### config.mk
export PLATFORM = sky130hd
export DESIGN_NAME = midi_track_event_parser
export DESIGN_NICKNAME = d
export VERILOG_FILES = /design/src/hw/rtl/mtep_pkg.sv /design/src/hw/rtl/midi_track_event_parser.sv /design/src/hw/rtl/mtep_front.sv /design/src/hw/rtl/mtep_cmd_fifo.sv /design/src/hw/rtl/mtep_back.sv
export SDC_FILE = /design/constraint.sdc
export NUM_CORES = 1
export LEC_CHECK = 0
export ABC_AREA = 1
export BUFFER_PORTS_ARGS = -buffer_cell sky130_fd_sc_hd__buf_2
export CORE_AREA = 2 2 108 162
export DETAILED_ROUTE_END_ITERATION = 8
export DIE_AREA = 0 0 110 164
export PLACE_DENSITY = 0.72
export SKIP_LAST_GASP = 1
export SYNTH_ARGS = -nofsm -noshare
export SYNTH_HDL_FRONTEND = slang
export SYNTH_HIERARCHICAL = 1
export SYNTH_SLANG_ARGS = --single-unit
### constraint.sdc
create_clock -name clk -period 3.2 [get_ports clk]
set_clock_uncertainty 0.2 [all_clocks]
set_input_delay 0.16 -clock clk [delete_from_list [all_inputs] [get_ports clk]]
set_output_delay 0.16 -clock clk [all_outputs]
set_load 0.01 [all_outputs]
### src/hw/rtl/mtep_pkg.sv
package mtep_pkg;

  // length counters and the front-to-back command queue
  localparam int LenBits = 28;
  localparam int CqDepth = 4;
  localparam int CqPtrW  = (CqDepth > 1) ? $clog2(CqDepth) : 1;
  localparam int CqCntW  = $clog2(CqDepth + 1);

  // byte codes
  localparam logic [7:0] ST_META  = 8'hFF;
  localparam logic [7:0] ST_SYSEX = 8'hF0;
  localparam logic [7:0] ST_ESC   = 8'hF7;
  localparam logic [7:0] DATA_MSK = 8'h7F;

  // one parsed input byte: one or two result bytes
  typedef struct packed {
    logic       two;
    logic [7:0] b0;
    logic       e0;
    logic       s0;
    logic [7:0] b1;
    logic       e1;
  } mtep_cmd_t;

  // message length in bytes for a status byte
  function automatic logic [1:0] msg_len(input logic [7:0] s);
    logic [1:0] len;
    len = 2'd0;
    if (!s[7]) begin
      len = 2'd0;
    end else if (s < 8'hC0) begin
      len = 2'd3;
    end else if (s < 8'hE0) begin
      len = 2'd2;
    end else if (s < 8'hF0) begin
      len = 2'd3;
    end else begin
      unique case (s) inside
        8'hF1, 8'hF3: len = 2'd2;
        8'hF2: len = 2'd3;
        8'hF6, 8'hF8, 8'hFA, 8'hFB, 8'hFC, 8'hFE: len = 2'd1;
        default: len = 2'd0;
      endcase
    end
    return len;
  endfunction

endpackage

### src/hw/rtl/midi_track_event_parser.sv
// channel  | ports                                 | handshake
// input    | in_data_byte, in_start_of_track       | push / full
// result   | out_byte, out_message_end,            | empty / pop
//          | out_from_sysex, out_run_last          |
//
// one track byte per cycle is taken unless full; it is classified in the cycle taken
// a byte with two results gives two output bytes; a 4-entry request queue absorbs that
// full = request queue full; each result passes the queue, then the output register
// reset is synchronous, active low, and clears parser state, queue and output valid
module midi_track_event_parser
  import mtep_pkg::*;
(
  input  logic       clk,
  input  logic       rst_n,
  input  logic       push,
  output logic       full,
  input  logic [7:0] in_data_byte,
  input  logic       in_start_of_track,
  input  logic       pop,
  output logic       empty,
  output logic [7:0] out_byte,
  output logic       out_message_end,
  output logic       out_from_sysex,
  output logic       out_run_last
);

  logic      take;
  logic      cq_push, cq_pop, cq_full, cq_empty;
  mtep_cmd_t cq_din, cq_dout;

  assign full = cq_full;
  assign take = push && !cq_full;

  // byte parser
  mtep_front u_front (
    .clk            (clk),
    .rst_n          (rst_n),
    .take           (take),
    .data_byte      (in_data_byte),
    .start_of_track (in_start_of_track),
    .cmd_push       (cq_push),
    .cmd            (cq_din)
  );

  // request queue between parser and output
  mtep_cmd_fifo u_cq (
    .clk   (clk),
    .rst_n (rst_n),
    .push  (cq_push),
    .din   (cq_din),
    .pop   (cq_pop),
    .dout  (cq_dout),
    .full  (cq_full),
    .empty (cq_empty)
  );

  // result expansion and output register
  mtep_back u_back (
    .clk             (clk),
    .rst_n           (rst_n),
    .cmd_empty       (cq_empty),
    .cmd             (cq_dout),
    .cmd_pop         (cq_pop),
    .pop             (pop),
    .empty           (empty),
    .out_byte        (out_byte),
    .out_message_end (out_message_end),
    .out_from_sysex  (out_from_sysex),
    .out_run_last    (out_run_last)
  );

endmodule

### src/hw/rtl/mtep_front.sv
module mtep_front
  import mtep_pkg::*;
(
  input  logic       clk,
  input  logic       rst_n,
  input  logic       take,
  input  logic [7:0] data_byte,
  input  logic       start_of_track,
  output logic       cmd_push,
  output mtep_cmd_t  cmd
);

  localparam logic [2:0] PH_DELTA      = 3'd0;
  localparam logic [2:0] PH_STATUS     = 3'd1;
  localparam logic [2:0] PH_META_TYPE  = 3'd2;
  localparam logic [2:0] PH_META_LEN   = 3'd3;
  localparam logic [2:0] PH_META_SKIP  = 3'd4;
  localparam logic [2:0] PH_SYSEX_LEN  = 3'd5;
  localparam logic [2:0] PH_SYSEX_DATA = 3'd6;
  localparam logic [2:0] PH_MSG_DATA   = 3'd7;

  logic [2:0]         phase_r, phase_nxt;
  logic [7:0]         rs_r, rs_nxt;
  logic [LenBits-1:0] acc_r, acc_nxt;
  logic [LenBits-1:0] rem_r, rem_nxt;
  logic               esc_r, esc_nxt;

  logic [2:0]         ph;
  logic [7:0]         rs;
  logic [LenBits-1:0] acc, rem, acc_shift, rem_dec;
  logic               esc;
  logic [1:0]         sl, rl;
  logic               emit;

  // start of track clears the state seen by this byte
  assign ph  = start_of_track ? PH_DELTA : phase_r;
  assign rs  = start_of_track ? 8'h00 : rs_r;
  assign acc = start_of_track ? '0 : acc_r;
  assign rem = start_of_track ? '0 : rem_r;
  assign esc = start_of_track ? 1'b0 : esc_r;

  assign acc_shift = {acc[LenBits-8:0], data_byte[6:0] & DATA_MSK[6:0]};
  assign rem_dec   = rem - {{(LenBits-1){1'b0}}, 1'b1};
  assign sl        = msg_len(data_byte);
  assign rl        = msg_len(rs);

  // byte classification and next state
  always_comb begin
    phase_nxt = ph;
    rs_nxt    = rs;
    acc_nxt   = acc;
    rem_nxt   = rem;
    esc_nxt   = esc;
    emit      = 1'b0;
    cmd       = '0;
    unique case (ph) inside
      PH_DELTA: begin
        if (!data_byte[7]) phase_nxt = PH_STATUS;
      end
      PH_STATUS: begin
        if (data_byte == ST_META) begin
          phase_nxt = PH_META_TYPE;
        end else if (data_byte[7]) begin
          rs_nxt = data_byte;
          if (data_byte == ST_SYSEX || data_byte == ST_ESC) begin
            esc_nxt   = (data_byte == ST_ESC);
            acc_nxt   = '0;
            phase_nxt = PH_SYSEX_LEN;
          end else if (sl == 2'd0) begin
            phase_nxt = PH_DELTA;
          end else begin
            emit      = 1'b1;
            cmd.b0    = data_byte;
            cmd.e0    = (sl == 2'd1);
            rem_nxt   = LenBits'(sl - 2'd1);
            phase_nxt = (sl == 2'd1) ? PH_DELTA : PH_MSG_DATA;
          end
        end else if (rl < 2'd2) begin
          // no usable running status: byte dropped
          phase_nxt = PH_DELTA;
        end else begin
          emit      = 1'b1;
          cmd.two   = 1'b1;
          cmd.b0    = rs;
          cmd.b1    = data_byte;
          cmd.e1    = (rl == 2'd2);
          rem_nxt   = LenBits'(rl - 2'd2);
          phase_nxt = (rl == 2'd2) ? PH_DELTA : PH_MSG_DATA;
        end
      end
      PH_META_TYPE: begin
        acc_nxt   = '0;
        phase_nxt = PH_META_LEN;
      end
      PH_META_LEN, PH_SYSEX_LEN: begin
        acc_nxt = acc_shift;
        if (!data_byte[7]) begin
          rem_nxt = acc_shift;
          if (ph == PH_META_LEN) begin
            phase_nxt = (acc_shift == '0) ? PH_DELTA : PH_META_SKIP;
          end else begin
            if (!esc) begin
              emit   = 1'b1;
              cmd.b0 = ST_SYSEX;
              cmd.e0 = (acc_shift == '0);
              cmd.s0 = 1'b1;
            end
            phase_nxt = (acc_shift == '0) ? PH_DELTA : PH_SYSEX_DATA;
          end
        end
      end
      PH_META_SKIP: begin
        rem_nxt = rem_dec;
        if (rem_dec == '0) phase_nxt = PH_DELTA;
      end
      PH_SYSEX_DATA, PH_MSG_DATA: begin
        rem_nxt = rem_dec;
        emit    = 1'b1;
        cmd.b0  = data_byte;
        cmd.e0  = (rem_dec == '0);
        cmd.s0  = (ph == PH_SYSEX_DATA);
        if (rem_dec == '0) phase_nxt = PH_DELTA;
      end
      default: phase_nxt = PH_DELTA;
    endcase
  end

  assign cmd_push = take && emit;

  // parser state
  always_ff @(posedge clk) begin
    if (!rst_n) begin
      phase_r <= PH_DELTA;
      rs_r    <= 8'h00;
      acc_r   <= '0;
      rem_r   <= '0;
      esc_r   <= 1'b0;
    end else if (take) begin
      phase_r <= phase_nxt;
      rs_r    <= rs_nxt;
      acc_r   <= acc_nxt;
      rem_r   <= rem_nxt;
      esc_r   <= esc_nxt;
    end
  end

  // counting phases never sit on a zero count
  a_rem_nonzero: assert property (@(posedge clk) disable iff (!rst_n)
    (phase_r == PH_MSG_DATA || phase_r == PH_SYSEX_DATA || phase_r == PH_META_SKIP)
      |-> (rem_r != '0))
    else $error("zero byte count in a data phase");

  // a two-byte request only comes from running status
  a_two_rs: assert property (@(posedge clk) disable iff (!rst_n)
    (cmd_push && cmd.two) |-> (ph == PH_STATUS && !data_byte[7]))
    else $error("two-byte request outside running status");

endmodule

### src/hw/rtl/mtep_cmd_fifo.sv
module mtep_cmd_fifo
  import mtep_pkg::*;
(
  input  logic      clk,
  input  logic      rst_n,
  input  logic      push,
  input  mtep_cmd_t din,
  input  logic      pop,
  output mtep_cmd_t dout,
  output logic      full,
  output logic      empty
);

  mtep_cmd_t         q_r [CqDepth];
  logic [CqPtrW-1:0] wp_r, rp_r;
  logic [CqCntW-1:0] cnt_r;

  assign full  = (cnt_r == CqCntW'(CqDepth));
  assign empty = (cnt_r == '0);
  assign dout  = q_r[rp_r];

  // storage
  always_ff @(posedge clk) begin
    if (push) q_r[wp_r] <= din;
  end

  // pointers and fill count
  always_ff @(posedge clk) begin
    if (!rst_n) begin
      wp_r  <= '0;
      rp_r  <= '0;
      cnt_r <= '0;
    end else begin
      if (push) wp_r <= (wp_r == CqPtrW'(CqDepth - 1)) ? '0 : wp_r + 1'b1;
      if (pop)  rp_r <= (rp_r == CqPtrW'(CqDepth - 1)) ? '0 : rp_r + 1'b1;
      if (push && !pop)      cnt_r <= cnt_r + 1'b1;
      else if (pop && !push) cnt_r <= cnt_r - 1'b1;
    end
  end

  a_no_overflow: assert property (@(posedge clk) disable iff (!rst_n)
    push |-> !full)
    else $error("request queue overflow");

  a_no_underflow: assert property (@(posedge clk) disable iff (!rst_n)
    pop |-> !empty)
    else $error("request queue underflow");

endmodule

### src/hw/rtl/mtep_back.sv
module mtep_back
  import mtep_pkg::*;
(
  input  logic       clk,
  input  logic       rst_n,
  input  logic       cmd_empty,
  input  mtep_cmd_t  cmd,
  output logic       cmd_pop,
  input  logic       pop,
  output logic       empty,
  output logic [7:0] out_byte,
  output logic       out_message_end,
  output logic       out_from_sysex,
  output logic       out_run_last
);

  logic       vld_r;
  logic [7:0] byte_r;
  logic       end_r, sx_r, last_r;
  logic       pend_r;
  logic [7:0] pb_r;
  logic       pe_r;
  logic       slot_free;

  assign slot_free = !vld_r || pop;
  assign cmd_pop   = slot_free && !pend_r && !cmd_empty;

  // output register and pending second byte
  always_ff @(posedge clk) begin
    if (!rst_n) begin
      vld_r  <= 1'b0;
      pend_r <= 1'b0;
    end else if (slot_free) begin
      if (pend_r) begin
        vld_r  <= 1'b1;
        pend_r <= 1'b0;
      end else begin
        vld_r  <= !cmd_empty;
        pend_r <= !cmd_empty && cmd.two;
      end
    end
  end

  always_ff @(posedge clk) begin
    if (slot_free) begin
      if (pend_r) begin
        byte_r <= pb_r;
        end_r  <= pe_r;
        sx_r   <= 1'b0;
        last_r <= 1'b1;
      end else begin
        byte_r <= cmd.b0;
        end_r  <= cmd.e0;
        sx_r   <= cmd.s0;
        last_r <= !cmd.two;
        pb_r   <= cmd.b1;
        pe_r   <= cmd.e1;
      end
    end
  end

  assign empty           = !vld_r;
  assign out_byte        = byte_r;
  assign out_message_end = end_r;
  assign out_from_sysex  = sx_r;
  assign out_run_last    = last_r;

  // a pending second byte always sits behind a shown first byte
  a_pend_vld: assert property (@(posedge clk) disable iff (!rst_n)
    pend_r |-> vld_r)
    else $error("second byte pending without a first");

  a_first_not_last: assert property (@(posedge clk) disable iff (!rst_n)
    pend_r |-> !last_r)
    else $error("first of two bytes marked last");

endmodule
==> summary.md, run 1 <==
| Metric | Value |
|---|---|
| Die Ht | 164 um |
| CTS tree | built |
| Number of placement rows | 58 |
| Worst setup path class | in2reg |
| Wirelength, routed | 29.7 mm |
| Predominant post-synthesis flop cell | sky130_fd_sc_hd__edfxtp_1 |
| Multi-input gate area in the final layout | 4540 um^2 |
| Slew of the pin with the lowest slew margin | 0.977 ns |
| Total CTS buffers | 17 |
| Met1 Use GR | 0.365 |
| Critical path required time | 3.05 ns |
| Arrival time reported for the critical path endpoint | 2.91 ns |
| Overall die width | 110 um |
| Kind of launch point of the worst setup path | input port |
| Starting density of the core | 0.586 |
| Number of cells on the worst hold path | 4 |
| Leading cell type by number of instances after synthesis | sky130_fd_sc_hd__nand2_1 |
| EDFF count, synth | 100 |
| Total of buffers placed on input and output ports | 25 |
| Number of nets with antenna violations after detailed routing | 0 |
| Layout cells sized above 1 | 0.134 |
| RSZ-0062 raised after global routing | true |
| DRC violations left | 0 |
| Total placed instance area | 10000 um^2 |
| Layout overhead on the synthesized area | 10.1% |
| Critical Path Max Stage Delay | 0.68 ns |
| Routability-driven placement congestion ratio | 0.987 |
| Worst hold slack across all endpoints | 0.0338 ns |
| Vias/cell | 6.04 |
| Leakage power | 4.69 nW |
| Count of distinct cell types in the synthesized netlist | 45 |
| Max Clock Freq | 326 MHz |
| Area share of the largest cell type after synthesis | 0.308 |
| Worst setup EP type | register |
| Clock input transition at the sequential cells of the worst setup and hold paths | 0.08 ns |
| Most common library cells after synthesis | 294 x sky130_fd_sc_hd__nand2_1, 127 x sky130_fd_sc_hd__a21oi_1, 106 x sky130_fd_sc_hd__nor2_1 |
| DR iter-0 viols | 816 |
| Leftover overflow at the end of global routing | 0 |
| Power Density | 695 nW/um^2 |
| Depth of the worst register-to-register path | 11 |
| Setup violators final | 0 |
| Count of H-tree levels built during CTS | 4 |
| Proportion of synthesized flip-flops having asynchronous set or reset | 0 |
| Maximum Capacitance Violations | 0 |
| Yosys warning count | 6 |
| Slowest-stage cell, CP | sky130_fd_sc_hd__inv_1 |
| Ranking of synthesized cells by area | sky130_fd_sc_hd__edfxtp_1 31%, sky130_fd_sc_hd__dfxtp_1 15%, sky130_fd_sc_hd__nand2_1 11% |
| First-pass GRT wire length | 45.2 mm |
| Normalized max-slew margin | 0.348 |
| Net count after synthesis | 1282 |
| I/O pin count | 26 |
| Final hold violation count | 0 |
| Flip-flop and latch area | 4440 um^2 |
| Worst setup slack for register-to-register paths | 0.39 ns |
| Buffers from clock root to sink, at most | 2 |
| First-pass DRT Iterations | 5 |
| Status | complete, no violations |
| Total setup buffers inserted after CTS | 0 |
| Number of cells in the design after placement | 1459 |
| Worst hold path class | in2reg |
| CP dominant cell by count | sky130_fd_sc_hd__nand2_1 |
| Layer carrying the most global-route usage | met2 |
| Met2 capacity usage during global routing | 0.601 |
| Nets | 1295 |
| Worst reg2reg startpoint | u_front/rs_r[3] |
| CTS Sinks | 172 |
| Post-layout instance count excluding filler cells | 1496 |
| Capture endpoint of the worst hold path | u_front/acc_r[5] |
| Total global-route track usage | 0.334 |
| Clk Latency, worst-skew pair | 0.43 ns |
| Number of diodes added for antenna fixing | 0 |
| Met3 capacity usage during global routing | 0.0389 |
| Critical R2R Capture | u_cq/q_r[0][10] |
| Maximum number of pins on one net before global-route repair | 73 |
| Via count | 9038 |
| Total non-filler cell area in the finished layout | 10700 um^2 |
| Die Outline Area | 18000 um^2 |
| Maximum fanout encountered on the critical timing path | 20 |
| Post-layout min period | 3.06 ns |
| Fin. max-slew vios | 0 |
| Initial antenna violation count | 0 |
| Worst Hold Launch | in_data_byte[5] |
| Routed WL per cell | 19.9 um |
| Layout filler cell count | 1467 |
| Cells traversed along the worst timing path | dlygate4sd3_1 -> buf_2 -> inv_4 -> nand2_1 -> nor2_1 -> nor2_1 -> a21oi_2 -> nand2_2 -> nand2_4 -> nand2_1 -> a31oi_4 -> nand2_1 -> inv_1 |
| Maximum ir drop on the vdd rail | 0.416 mV |
| Core region area | 16600 um^2 |
| Total half-perimeter wirelength after legalization and detailed placement | 20.3 mm |
| Number of global-route vias before repair | 8469 |
| Synthesized netlist cell count | 1260 |
| Clock root buffer | sky130_fd_sc_hd__clkbuf_16 |
| Area of the mapped netlist | 9740 um^2 |
| Syn avg cell area | 7.73 um^2 |
| Portion of the post-synthesis area used by sequential elements | 0.456 |
| Yosys reg bits | 172 |
| Final Cycle Share | 0.957 |
| Dominant cell type by area after synthesis | sky130_fd_sc_hd__edfxtp_1 |
==> per-layer routing <==
layer  routed length [um]  up-vias
li1                     -     4316
met1                10600     4227
met2                15800      391
met3                 1470      104
met4                 1780        0
met5                    0        -
==> cell type report <==
cell class                      instances  share of cell area
Timing Repair Buffer                   62              0.0420
Clock buffer                           19              0.0433
Inverter                              111              0.0394
Sequential cell                       172               0.414
Clock inverter                         13              0.0132
Tap cell                              210              0.0245
Multi-Input combinational cell        909               0.423
==> power breakdown <==
part | switching, W | internal (W)
registers | 0.000166 | 0.00270
logic | 0.00170 | 0.000779
clock network | 0.000996 | 0.00111
total | 0.00286 | 0.00459
==> critical path, delay by kind of cell <==
family / cells / cell delay, ns
and+or+nand+nor: 7 / 0.74
AOI/OAI and AO/OA: 2 / 0.42
buffers and inverters: 4 / 1.55
==> registers in the layout, summed over array words and instances, names as in the netlist, named ones only <==
register and cells:
u_cq/rp_r 2, u_back/pe_r 1, u_front/phase_r 3, u_back/out_message_end 1, u_back/pend_r 1, u_cq/cnt_r 3
u_back/vld_r 1, u_back/out_run_last 1, u_back/out_byte 8, u_cq/wp_r 2, u_front/rs_r 8, u_back/pb_r 8
u_front/esc_r 1, u_cq/q_r 80, u_back/out_from_sysex 1, u_front/acc_r 21, u_front/rem_r 28
==> what timing repair did <==
item / 4_1_cts / 5_1_grt
resized for setup: 0 / 5
hold buffers: 4 / 0
hold endpoints to repair: 7 / 0
endpoints found under the setup margin: 0 / 86
==> how the worst max path moves through the flow <==
| stage | cells past startpoint | slack (ns) | endpoint | startpoint |
|---|---|---|---|---|
| after floorplan | 18 | 0.31 | u_cq/cnt_r[2] | in_start_of_track |
| after global placement | 12 | 0.20 | u_cq/q_r[3][8] | in_start_of_track |
| after detailed placement | 12 | 0.13 | u_cq/q_r[0][9] | in_start_of_track |
| after CTS | 13 | 0.02 | u_cq/q_r[0][5] | in_start_of_track |
| after global routing | 11 | -0.05 | u_cq/q_r[0][17] | in_start_of_track |
| final | 13 | 0.14 | u_cq/q_r[0][10] | in_start_of_track |
==> cells in the final DEF, fill, tap and decap left out, types with 12 or more instances in the layout <==
master and n:
sky130_fd_sc_hd__o22ai_1 28, sky130_fd_sc_hd__edfxtp_1 100, sky130_fd_sc_hd__o21ai_1 47, sky130_fd_sc_hd__buf_2 25, sky130_fd_sc_hd__dfxtp_1 72, sky130_fd_sc_hd__inv_1 94, sky130_fd_sc_hd__nor2_1 106, sky130_fd_sc_hd__nand2_1 294
sky130_fd_sc_hd__nand3_1 67, sky130_fd_sc_hd__nor2_4 12, sky130_fd_sc_hd__inv_2 12, sky130_fd_sc_hd__nand4_1 16, sky130_fd_sc_hd__clkbuf_16 19, sky130_fd_sc_hd__o21ai_0 88, sky130_fd_sc_hd__buf_4 31, sky130_fd_sc_hd__nand2_2 23
sky130_fd_sc_hd__a21oi_1 127, sky130_fd_sc_hd__o211ai_1 16, sky130_fd_sc_hd__nor3_1 13
==> per-stage QoR <==
stage	setup TNS [ns]	utilization	setup slack, ns	power, W
floorplan	0	-	0.313	0.00463
global placement	0	0.603	0.202	0.00530
detailed placement	0	0.603	0.134	0.00534
CTS	0	0.642	0.0249	0.00743
global route	-1.35	0.645	-0.0480	0.00788
finish	0	0.645	0.136	0.00746
==> cells by family after synthesis <==
kind of cell / count (synthesis) / share of synthesized area
AO/OA/AOI/OAI: 336 / 0.189
XOR/XNOR: 4 / 0.00360
adder cells (fa/ha/maj): 9 / 0.0123
buffers and inverters: 179 / 0.0805
flip-flops: 172 / 0.456
other: 1 / 0.000385
AND/OR/NAND/NOR: 559 / 0.258
Note: power is estimated with default switching activity, not from simulation.
==> run 2: changes to the inputs <==
- CORE_AREA: 2 2 108 162 -> 2 2 104 157
- DIE_AREA: 0 0 110 164 -> 0 0 106 159
- PLACE_DENSITY: 0.72 -> 0.73
- SYNTH_HIERARCHICAL: 1 -> default
==> run 2 against run 1 <==
Effect of this change:
- register-to-register slack got worse by 0.09 ns
- fmax rose by 4.4%
- routed wire length down 12%
- hold slack lost 0.017 ns
- clock-buffer cell count decreased by 2
- worst setup slack improved by 0.13 ns
- non-clock buffer count down 1
- critical path depth up 5
- area after synthesis decreased by 5.8%
- combinational power is 4% lower
- total power shrank 3.5%
- largest cell class is now registers
==> summary.md, run 2 <==
| Metric | Value |
|---|---|
| Status | complete, no violations |
| Dominant cell type by area after synthesis | sky130_fd_sc_hd__edfxtp_1 |
| Via count | 8513 |
| Power Density | 709 nW/um^2 |
| Proportion of synthesized area in mux cells | 0 |
| Number of diodes added for antenna fixing | 0 |
| Worst-case setup margin in the final layout | 0.267 ns |
| Worst setup path class | in2reg |
| Number of cells in the design after placement | 1380 |
| CTS tree | built |
| Dominant combinational cell family by area after synthesis | simple AND/OR/NAND/NOR gates |
| Leftover overflow at the end of global routing | 0 |
| Clock input transition at the sequential cells of the worst setup and hold paths | 0.07 ns |
| Post-layout min period | 2.93 ns |
| Total global-route track usage | 0.316 |
| Critical path required time | 3.33 ns |
| Synthesized netlist cell count | 1183 |
| Wirelength, routed | 26.1 mm |
| Compound-Gate Fraction of Synth Area | 0.204 |
| Sw power | 0.00278 W |
| Clock root buffer | sky130_fd_sc_hd__clkbuf_16 |
| Maximum Capacitance Violations | 0 |
| First-pass DRT Iterations | 6 |
| I/O pin count | 26 |
| Initial antenna violation count | 0 |
| Final hold violation count | 0 |
| RSZ-0062 raised after global routing | false |
| Starting density of the core | 0.593 |
| Worst slack after detailed placement | 0.133 ns |
| Area share of the largest cell type after synthesis | 0.311 |
| Layout cells sized above 1 | 0.125 |
| Proportion of synthesized flip-flops having asynchronous set or reset | 0 |
| First-pass GRT wire length | 41.7 mm |
| Final Cycle Share | 0.917 |
| Number of placement rows | 56 |
| Post-synthesis share of cell area spent on and, or, nand and nor gates | 0.231 |
| Total of buffers placed on input and output ports | 25 |
| DRC violations left | 0 |
| Overall die width | 106 um |
| Total power | 0.00720 W |
| Yosys reg bits | 167 |
| Post-layout instance count excluding filler cells | 1418 |
| Clock power frac | 0.279 |
| Worst hold path class | in2reg |
| Most common library cells after synthesis | 206 x sky130_fd_sc_hd__nor2_1, 200 x sky130_fd_sc_hd__nand2_1, 135 x sky130_fd_sc_hd__o21ai_0 |
| Leakage power | 4.26 nW |
| Layout overhead on the synthesized area | 10.6% |
| Setup violators final | 0 |
| DR iter-0 viols | 651 |
| Count of H-tree levels built during CTS | 4 |
| Switching Fraction | 0.386 |
| Portion of the post-synthesis area used by sequential elements | 0.468 |
| Number of nets with antenna violations after detailed routing | 0 |
| Maximum fanout encountered on the critical timing path | 7 |
| Number of global-route vias before repair | 8337 |
| Clk Latency, worst-skew pair | 0.44 ns |
| Top flop regs | u_cq.q_r x76, u_front.rem_r x28, u_front.acc_r x21 |
| Internal power | 0.00442 W |
| Total CTS buffers | 17 |
| Leading cell type by number of instances after synthesis | sky130_fd_sc_hd__nor2_1 |
| Total half-perimeter wirelength after legalization and detailed placement | 18.2 mm |
| Routed WL per cell | 18.4 um |
| Maximum number of pins on one net before global-route repair | 73 |
| Fin. max-slew vios | 0 |
| Routability-driven placement congestion ratio | 0.996 |
| Core region area | 15500 um^2 |
| Syn avg cell area | 7.76 um^2 |
| Commonest non-fill, non-tap cell in the layout | sky130_fd_sc_hd__nor2_1 |
| Die Ht | 159 um |
| Share of the core filled with cells in the final layout | 0.656 |
| Normalized max-slew margin | 0.321 |
| Predominant post-synthesis flop cell | sky130_fd_sc_hd__edfxtp_1 |
| Nets | 1224 |
| Number of flip-flops under the largest register name | 76 |
| Ranking of synthesized cells by area | sky130_fd_sc_hd__edfxtp_1 31%, sky130_fd_sc_hd__dfxtp_1 16%, sky130_fd_sc_hd__nor2_1 8.4% |
| Total negative slack | 0 ns |
| EDFF count, synth | 95 |
| CTS Sinks | 167 |
| Die Outline Area | 16900 um^2 |
| Sequential share of power | 0.391 |
| Net count after synthesis | 1205 |
| Top register by number of flip-flops | u_cq.q_r |
| Share of the synthesized netlist area taken by xor and xnor gates | 0.00382 |
| Worst setup EP type | register |
| Slew of the pin with the lowest slew margin | 1.01 ns |
| Area of the mapped netlist | 9180 um^2 |
| Buffers from clock root to sink, at most | 2 |
| Share of power burned in combinational logic | 0.330 |
| Max Clock Freq | 341 MHz |
| Count of distinct cell types in the synthesized netlist | 46 |
| Adder-cell share of the synthesized area | 0.0131 |
| Yosys warning count | 0 |
| Maximum ir drop on the vdd rail | 0.403 mV |
| Commonest cells after routing, fill and taps aside | 205 x sky130_fd_sc_hd__nor2_1, 199 x sky130_fd_sc_hd__nand2_1, 133 x sky130_fd_sc_hd__o21ai_0 |
| Vias/cell | 6.00 |
| Arrival time reported for the critical path endpoint | 3.06 ns |
| Kind of launch point of the worst setup path | input port |
run 2: worst paths after layout:
kind	start	endpoint	slack [ns]	cells after the start
max	in_data_byte[1]	u_cq.cnt_r[1]	0.27	18
min	in_data_byte[4]	u_front.rs_r[4]	0.02	5
max reg2reg	u_front.rs_r[2]	u_cq.cnt_r[2]	0.30	19
min reg2reg	u_front.acc_r[20]	u_front.acc_r[20]	0.28	2
run 2: layout make-up:
cell class	instances	area (um^2)
clock buffer	17	425
clock inverter	15	159
fill	1375	5330
inverter	117	439
multi-input combinational	838	4160
sequential	167	4290
tap	203	254
timing repair buffer	61	420
run 2: logic make-up (layout without fill, tap and decap cells):
group | count (synthesis) | in the layout
flops | 167 | 167
simple gates | 505 | 505
fa+ha+maj | 9 | 9
xor+xnor | 4 | 4
buf+inv | 178 | 210
compound gates | 320 | 320
run 2: layer usage:
| metal | GRT usage | wire length [um] | vias up |
|---|---|---|---|
| met3 | 0.0446 | 1240 | 122 |
| met4 | 0.222 | 1880 | 0 |
| met5 | 0 | 0 | - |
| met1 | 0.336 | 9300 | 3958 |
| li1 | - | - | 4074 |
| met2 | 0.566 | 13700 | 359 |
run 2: what timing repair did:
action | in CTS | in global routing
resized for setup | 0 | 6
setup endpoints to repair | 0 | 1
buffers inserted | 0 | 1
hold buffers | 5 | 0
hold endpoints to repair | 5 | 0
run 2: per-stage QoR:
stage / instance area (um^2) / hold slack (ns)
after floorplan: 9180 / 0.138
after detailed placement: 9510 / 0.270
after global routing: 10200 / 0.0409
after global placement: 9510 / 0.262
final: 10200 / 0.0169
after CTS: 10100 / 0.00201
run 2: critical path: stages:
cell,delay (ns)
sky130_fd_sc_hd__dlygate4sd3_1,0.54
sky130_fd_sc_hd__buf_2,0.15
sky130_fd_sc_hd__nor2_1,0.17
sky130_fd_sc_hd__inv_1,0.08
sky130_fd_sc_hd__a21oi_2,0.16
sky130_fd_sc_hd__nor2_1,0.06
sky130_fd_sc_hd__inv_2,0.08
sky130_fd_sc_hd__o21ai_1,0.09
sky130_fd_sc_hd__or2_4,0.27
sky130_fd_sc_hd__nand2_1,0.09
sky130_fd_sc_hd__nand2_1,0.08
sky130_fd_sc_hd__nand2_2,0.12
sky130_fd_sc_hd__inv_1,0.08
sky130_fd_sc_hd__ha_1,0.19
sky130_fd_sc_hd__inv_1,0.10
sky130_fd_sc_hd__fa_1,0.42
sky130_fd_sc_hd__o21ai_0,0.15
sky130_fd_sc_hd__nor2_1,0.05
run 2: power groups by stage:
stage / sequential [W] / combinational, W / clock, W
2_1_floorplan: 0.00285 / 0.00165 / 0
3_3_place_gp: 0.00285 / 0.00230 / 0
3_5_place_dp: 0.00286 / 0.00233 / 0
4_1_cts: 0.00282 / 0.00235 / 0.00202
5_1_grt: 0.00285 / 0.00263 / 0.00211
6_report: 0.00281 / 0.00237 / 0.00201
